`src/rtl/sfl_ram.sv`:
```
// Generic single-port-write, single-port-read synchronous RAM with registered read data.
// Depends on nothing.
module sfl_ram #(
    parameter int WIDTH = 8,
    parameter int DEPTH = 16
) (
    input  logic                     clk,
    input  logic                     we,
    input  logic [$clog2(DEPTH)-1:0] waddr,
    input  logic [WIDTH-1:0]         wdata,
    input  logic                     re,
    input  logic [$clog2(DEPTH)-1:0] raddr,
    output logic [WIDTH-1:0]         rdata
);

    logic [WIDTH-1:0] mem [DEPTH];

    always_ff @(posedge clk)
    begin
        if (we)
        begin
            mem[waddr] <= wdata;
        end
        if (re)
        begin
            rdata <= mem[raddr];
        end
    end

endmodule

```
`config.mk`:
```
export PLATFORM = sky130hd
export DESIGN_NAME = sfl_ram
export DESIGN_NICKNAME = d
export VERILOG_FILES = /design/src/rtl/sfl_ram.sv
export SDC_FILE = /design/constraint.sdc
export NUM_CORES = 1
export LEC_CHECK = 0
export ABC_AREA = 1
export BUFFER_PORTS_ARGS = -buffer_cell sky130_fd_sc_hd__buf_2
export CAP_MARGIN = 30
export CELL_PAD_IN_SITES_DETAIL_PLACEMENT = 2
export CELL_PAD_IN_SITES_GLOBAL_PLACEMENT = 2
export CORE_MARGIN = 1.5
export CORE_UTILIZATION = 28
export CTS_BUF_LIST = sky130_fd_sc_hd__clkbuf_4 sky130_fd_sc_hd__clkbuf_8
export DETAILED_ROUTE_END_ITERATION = 16
export PLACE_DENSITY = 0.65
export SLEW_MARGIN = 20
export SYNTH_ARGS = -nofsm -noshare
export SYNTH_HDL_FRONTEND = slang
export SYNTH_SLANG_ARGS = --single-unit
export TNS_END_PERCENT = 10
```
`constraint.sdc`:
```
create_clock -name clk -period 3.2 [get_ports clk]
set_input_delay 0.32 -clock clk [delete_from_list [all_inputs] [get_ports clk]]
set_output_delay 0.32 -clock clk [all_outputs]
set_load 0.02 [all_outputs]
```
==> results of run 1 <==
[final timing paths]
check | end | slack, ns | cells past startpoint
worst min register to register | rdata[4] | 0.77 | 6
worst max-delay path | rdata[1] | 1.68 | 8
worst max register to register | rdata[3] | 1.96 | 6
worst min-delay path | rdata[2] | 0.25 | 1
[layout make-up]
class / count / area (sq um)
Clock buffer: 18 / 241
Clock inverter: 13 / 136
Fill cell: 2222 / 13800
Inverter: 102 / 383
Multi-Input combinational cell: 289 / 1220
Sequential cell: 136 / 4080
Tap cell: 270 / 338
Timing Repair Buffer: 34 / 190
[per-stage QoR]
stage	hold slack (ns)	instances	worst slack, ns	instance area (sq um)
after floorplan	0.419	551	1.93	5850
after global placement	0.707	830	1.18	6200
after detailed placement	0.715	831	1.18	6210
after CTS	0.220	862	1.67	6590
after global routing	0.224	862	1.56	6590
final	0.249	862	1.68	6590
[per-layer routing]
| layer | GRT usage [%] | vias to the layer above | part of all wire (%) |
|---|---|---|---|
| met5 | 0 | - | 0 |
| met4 | 4.35 | 0 | 1.0 |
| met3 | 3.58 | 14 | 3.5 |
| met2 | 27.7 | 59 | 50 |
| met1 | 21.4 | 1987 | 45 |
| li1 | - | 1835 | - |
[state kept, by name (all words and copies together) (netlist names)]
name	count
mem	128
rdata	8
[where the power goes]
| group | internal [mW] | total, mW | switching, mW |
|---|---|---|---|
| combinational | 0.0637 | 0.256 | 0.193 |
| sequential | 2.00 | 2.02 | 0.0124 |
| clock | 0.754 | 1.41 | 0.657 |
[worst max-delay path, stage by stage]
cell and delay, ns:
sky130_fd_sc_hd__buf_2 0.11, sky130_fd_sc_hd__inv_2 0.40, sky130_fd_sc_hd__buf_4 0.33, sky130_fd_sc_hd__nand2_1 0.08
sky130_fd_sc_hd__nand3_1 0.07, sky130_fd_sc_hd__nand3_1 0.12, sky130_fd_sc_hd__nand3_1 0.19, sky130_fd_sc_hd__nand2_1 0.09
[synth_stat cells]
cell / count / share of area, %
sky130_fd_sc_hd__buf_6: 6 / 1.2
sky130_fd_sc_hd__nor2_1: 17 / 1.1
sky130_fd_sc_hd__nand3b_1: 2 / 0.26
sky130_fd_sc_hd__buf_1: 1 / 0.064
sky130_fd_sc_hd__edfxtp_1: 136 / 70
sky130_fd_sc_hd__nand3_1: 97 / 8.3
sky130_fd_sc_hd__inv_1: 100 / 6.4
sky130_fd_sc_hd__nand2_1: 173 / 11
sky130_fd_sc_hd__buf_4: 4 / 0.51
sky130_fd_sc_hd__buf_2: 13 / 1.1
sky130_fd_sc_hd__inv_2: 2 / 0.13
[cell families (layout without fill, tap and decap cells)]
group                  count (synthesis)  after routing
and+or+nand+nor                      289            289
buffers and inverters                126            167
DFF                                  136            136
==> results.txt, run 1 <==
Post-CTS repair changed the size of 0 cells. Tracing the worst setup path back leads to its startpoint at raddr[0]. The starting DRC count in detailed routing is 171. The total global routing track utilization is between 15 and 20%. Clock latency on the worst-skew pair, taken at its later pin, is ~0.45 ns.

The wire length of the first global-routing pass came out at 25.9 mm. The synthesized netlist devotes 0% of its cell area to compound gates. The remaining global-route overflow is 0. The repair_antennas step left the layout with diodes totalling 0. The number of placement rows came out at 52.

The pin count of the biggest net entering global routing came out at 65. The first detailed-routing pass ran for 4 iterations. The clock-pin slew on the worst setup and hold paths came out at 0.08 ns. Measured along the y axis, the die boundary spans 148 um.

The remaining design rule violation count is 0. The final weighted congestion in routability-driven placement is between 0.7 and 0.8. The core area is between 20000 and 25000 sq um. In the layout the commonest cells are sky130_fd_sc_hd__nand2_1, sky130_fd_sc_hd__edfxtp_1, sky130_fd_sc_hd__inv_1. During I/O placement, the number of pins put on the boundary was 27. Clock tree synthesis selected as its root buffer the cell sky130_fd_sc_hd__clkbuf_8. The period utilization is 47.5%. In the final layout, the share of cells above drive strength 1 is around a tenth.

The run finished with clean final reports. The average instance area after synthesis came out at 10.6 sq um. The chip width came out at ~150 um. The floorplan die area came out at roughly 22000 sq um.

The number of antenna violations at the first check in global routing is 0. The synthesized flop and latch total came out at approximately 140. STA classifies the critical path endpoint as a flop. The routed length per instance is 19.3 um.

The growth of design area from synthesis to finish is 12.7%. The xor and xnor area share after synthesis came out at 0%. The utilization after layout is about 32%. Setup repair after global routing left no endpoint under its margin.

In this run the most critical hold path is launched from re. The max-slew violation total from the final report came to 0. For the worst setup path, the data arrival time is 1.73 ns.

The aggregate negative setup slack is 0 ns. The final period demand of the worst path came out at about 1.5 ns. The reg-to-reg critical path startpoint is mem[9][3]. The number of setup buffers added after CTS is 0. The via count of the first global-routing pass came out at about 4400.

The transition time of the tightest slew-check pin came out at 0.936 ns. STA puts the critical path data required time at around 3.4 ns. Summed over all cells, the static leakage comes to 2.76 nW. The critical path in this run is classified as input port to flop.

The worst-path maximum fanout came out at 28. The number of buffers added by the clock tree synthesis step is 17. Once the floorplan was initialized, standard cells occupied 28.7% of the core. The overall via count from detail_route came out at around 4000. The worst setup path is launched from an input port. The mapped netlist covers between 5000 and 6000 sq um.

The total of hold buffers inserted after clock tree synthesis is 0. The total of max-cap violations is 0. The largest family of logic cells by synthesized area is simple AND/OR/NAND/NOR gates. Yosys printed 0 warnings. The total half-perimeter wirelength after legalization and detailed placement is around 11 mm.

The largest buffer count on any clock path is 2. The layout net count is 599. The number of nets in the synthesized netlist came out at 570. The number of vias per cell is between 4 and 5. The most common cell after layout, fill and taps aside is sky130_fd_sc_hd__nand2_1.

The TritonCTS clock tree is yes. The arithmetic-cell share of the synthesized area counting full adders, half adders and majority gates came out at 0%. The design draws roughly 3.7 mW.

The clock net sink count is approximately 140. The ratio of total power to cell area is ~560 nW/um^2. The multiplexer area fraction after synthesis is 0%. In this run the tool buffered the top-level ports with 26 buffer cells. The number of nets still failing antenna checks after routing came out at 0. The number of instances in the synthesized netlist came out at around 550. The simple logic cell fraction of the synthesized area came out at 20.8%. The total wirelength of the detailed-routed design is roughly 17 mm.

The count of unique library cells instantiated by Yosys came out at 11. The final-report hold violation count is 0. The clock skew after layout came out at roughly 0.011 ns. CTS built an H-tree with a depth of 4. The maximum achievable frequency came out at 0.658 GHz. The worst supply voltage drop on vdd came out at 0.000267 V. The share of the Yosys chip area taken by registers is around 70%. Setup violations remaining at the end of the flow were counted as 0.

The worst pin sits at a relative slew slack of about 37%. The path class of the tightest hold or removal check is input port to flop.
Note: power is estimated with default switching activity, not from simulation.
==> run 2, diff against run 1 <==
==> constraint.sdc (replaced) <==
create_clock -name clk -period 1.45 [get_ports clk]
set_input_delay 0.145 -clock clk [delete_from_list [all_inputs] [get_ports clk]]
set_output_delay 0.145 -clock clk [all_outputs]
set_load 0.02 [all_outputs]
==> results.txt, run 2 (same netlist as run 1, synthesis figures left out) <==
The flow ran to the end, and the final reports show no timing, DRC or antenna violations. The most common cell after layout, fill and taps aside is sky130_fd_sc_hd__nand2_1. The number of post-CTS setup repair buffers came out at 0 (unchanged). The kind of capture point of the worst setup path is an output port. The chip width came out at 148 um (unchanged). In this run the critical register-to-register path is launched from mem[9][0].

The initial cell density of the core is 28.7% (unchanged). The final worst setup slack came out at 0.188 ns (-1.49 ns). The height of the die is 148 um (unchanged).

The largest registers in the layout are mem: 128 flops, rdata: 8 flops. The via count of the first global-routing pass is 4505 (+3.3%). The total of max-cap violations is 0 (unchanged). The maximum achievable frequency came out at between 0.7 and 0.8 GHz. The footprint of the multi-input gates is 1210 sq um (-0.21%). The floorplan die area is 21800 sq um (unchanged). The worst slack after detailed placement is -0.0551 ns (-1.23 ns). The total wirelength of the detailed-routed design came to 17.8 mm (+7.1%). The worst hold path begins at re. The worst supply voltage drop on vdd came out at 0.000519 V (+95%).

The clock skew after layout is 0.00680 ns (-0.00462 ns). The total stage count of the critical path is 1 (-7). The final weighted congestion in routability-driven placement came to 0.796 (+0.52%).

More flip-flops sit in one register than any other, and that register is mem. The clock net sink count came to 136 (unchanged). The total global routing track utilization came out at 17.7% (+1.3 points). The remaining global-route overflow came out at 0 (unchanged). Walking the worst path, the cells encountered are buf_2.

The number of placement rows came out at 52 (unchanged). The sequential standard cell area came out at 4080 sq um (unchanged). The number of buffers added by the clock tree synthesis step came out at 17 (unchanged). The reg-to-reg setup timing slack is 0.20 ns (-1.76 ns).

The terminus of the critical flop-to-flop path is rdata[0]. The post-CTS resize count came out at 0 (unchanged). The required time reported for the critical path endpoint is 1.31 ns (-2.10 ns). The flip-flop count of the largest register after layout was 128 (unchanged). The port buffer count was 26 (unchanged). The utilization after layout is 33.6% (+1.2 points). The hold-critical path depth is 1 (unchanged). The slowest cell on the critical path is sky130_fd_sc_hd__edfxtp_1.

The number of H-tree levels is 4 (unchanged). The final-report hold violation count was 0 (unchanged). Setup repair after global routing left no endpoint under its margin. The number of diodes added for antenna fixing is 0 (unchanged). The largest buffer count on any clock path was 2 (unchanged). The remaining design rule violation count came out at 0 (unchanged). The worst-path maximum fanout came out at 1 (-96%). The worst hold slack is 0.0936 ns (-0.155 ns).

The routed length per instance was 20.1 um (+4.3%). STA classifies the critical path startpoint as a flop. The layout net count is 621 (+3.7%). The wire length of the first global-routing pass came out at 27.7 mm (+7.1%). The path with the worst hold slack has its endpoint at rdata[2]. The count of buffer and inverter cells on the critical path came out at 1 (-2).

The total of hold buffers inserted after clock tree synthesis was 0 (unchanged). The layout cell share with drive strength beyond 1 is 14.1% (+3.7 points). The number of iterations in the first detailed-routing pass came to 4 (unchanged). The clock latency at the later pin of the worst-skew pair came out at 0.44 ns (about the same). Relative to the synthesized area, the layout overhead comes to 16.9%. After layout, the worst path uses just under 90% of the clock period. The count of filler cells inserted in the layout was 2190 (-1.4%). The final design area excluding fillers is 6840 sq um (+3.8%). Broken down by cell family, the worst path's largest delay share belongs to flip-flops. The largest stage delay on the critical path is 0.47 ns (+0.07 ns). The final setup violation count came out at 0 (unchanged).

The starting DRC count in detailed routing is 236 (+38%). TritonCTS built the clock tree. The library cell used as clock root buffer is sky130_fd_sc_hd__clkbuf_8. The core area came out at 20400 sq um (unchanged). The path class of the tightest hold or removal check is input port to flop. The total placed instance area is 6420 sq um (+3.4%). The clock-pin slew on the worst setup and hold paths was 0.08 ns (about the same). The leakage power total is 2.92 nW (+5.6%). Leaving out fill and tap cells, the most frequent cells in the layout are sky130_fd_sc_hd__nand2_1, sky130_fd_sc_hd__edfxtp_1, sky130_fd_sc_hd__inv_1. The final period demand of the worst path is about 1.3 ns. The number of vias per cell came out at 4.55 (+0.65%).

The number of nets still failing antenna checks after routing was 0 (unchanged). The count of pins on the block boundary is 27 (unchanged). The relative slew slack is 55.3% (+18 points).

The transition time of the tightest slew-check pin is 0.669 ns (-0.268 ns). The pin count of the biggest net entering global routing was 49 (-25%). The data arrival time of the critical path is 1.12 ns (-0.61 ns). The number of antenna violations at the first check in global routing was 0 (unchanged). The total half-perimeter wirelength after legalization and detailed placement is 11.8 mm (+11%). The max-slew violation total from the final report came out at 0 (unchanged). The critical path in this run is classified as flop to output port. The overall via count from detail_route is 4025 (+3.3%). The count of cells along the worst register-to-register path came to 6 (unchanged).

The ratio of total power to cell area came out at 1240 nW/um^2 (+120%).
==> run 2: worst max-delay path by stage <==
| stage | startpoint | endpoint | slack [ns] |
|---|---|---|---|
| 2_1_floorplan | waddr[2] | mem[10][0] | 0.35 |
| 3_3_place_gp | raddr[0] | rdata[3] | -0.05 |
| 3_5_place_dp | raddr[1] | rdata[2] | -0.06 |
| 4_1_cts | rdata[7] | rdata[7] | 0.17 |
| 5_1_grt | mem[9][0] | rdata[0] | 0.13 |
| 6_report | rdata[7] | rdata[7] | 0.19 |
==> run 2: metal layers <==
metal  share of wire, %  wire length (um)  up-vias  track usage [%]
met5                  0                 0        -                0
met4                1.2               206        0             4.75
met3                4.2               752       12             3.67
met2                 51              9010       79             30.1
met1                 44              7830     2050             23.0
li1                   -                 -     1884                -
==> run 2: final cells by class <==
cell class              count  share of cell area [%]
clock buffers              20                    3.75
repair buffers             56                    5.93
flip-flops and latches    136                    59.7
well taps                 270                    4.94
inverters                 102                    5.60
clock inverters            12                    2.29
multi-input cells         289                    17.8
==> run 2: metrics by stage <==
stage               TNS, ns  cells  power, mW
finish                    0    885       8.46
global route              0    885       8.79
CTS                       0    885       8.56
detailed placement   -0.192    853       5.19
global placement    -0.0555    853       5.16
floorplan                 0    551       4.87
==> run 2: where the power goes <==
part / internal [mW] / switching, mW
combinational: 0.180 / 0.451
sequential: 4.42 / 0.0354
clock: 1.90 / 1.47
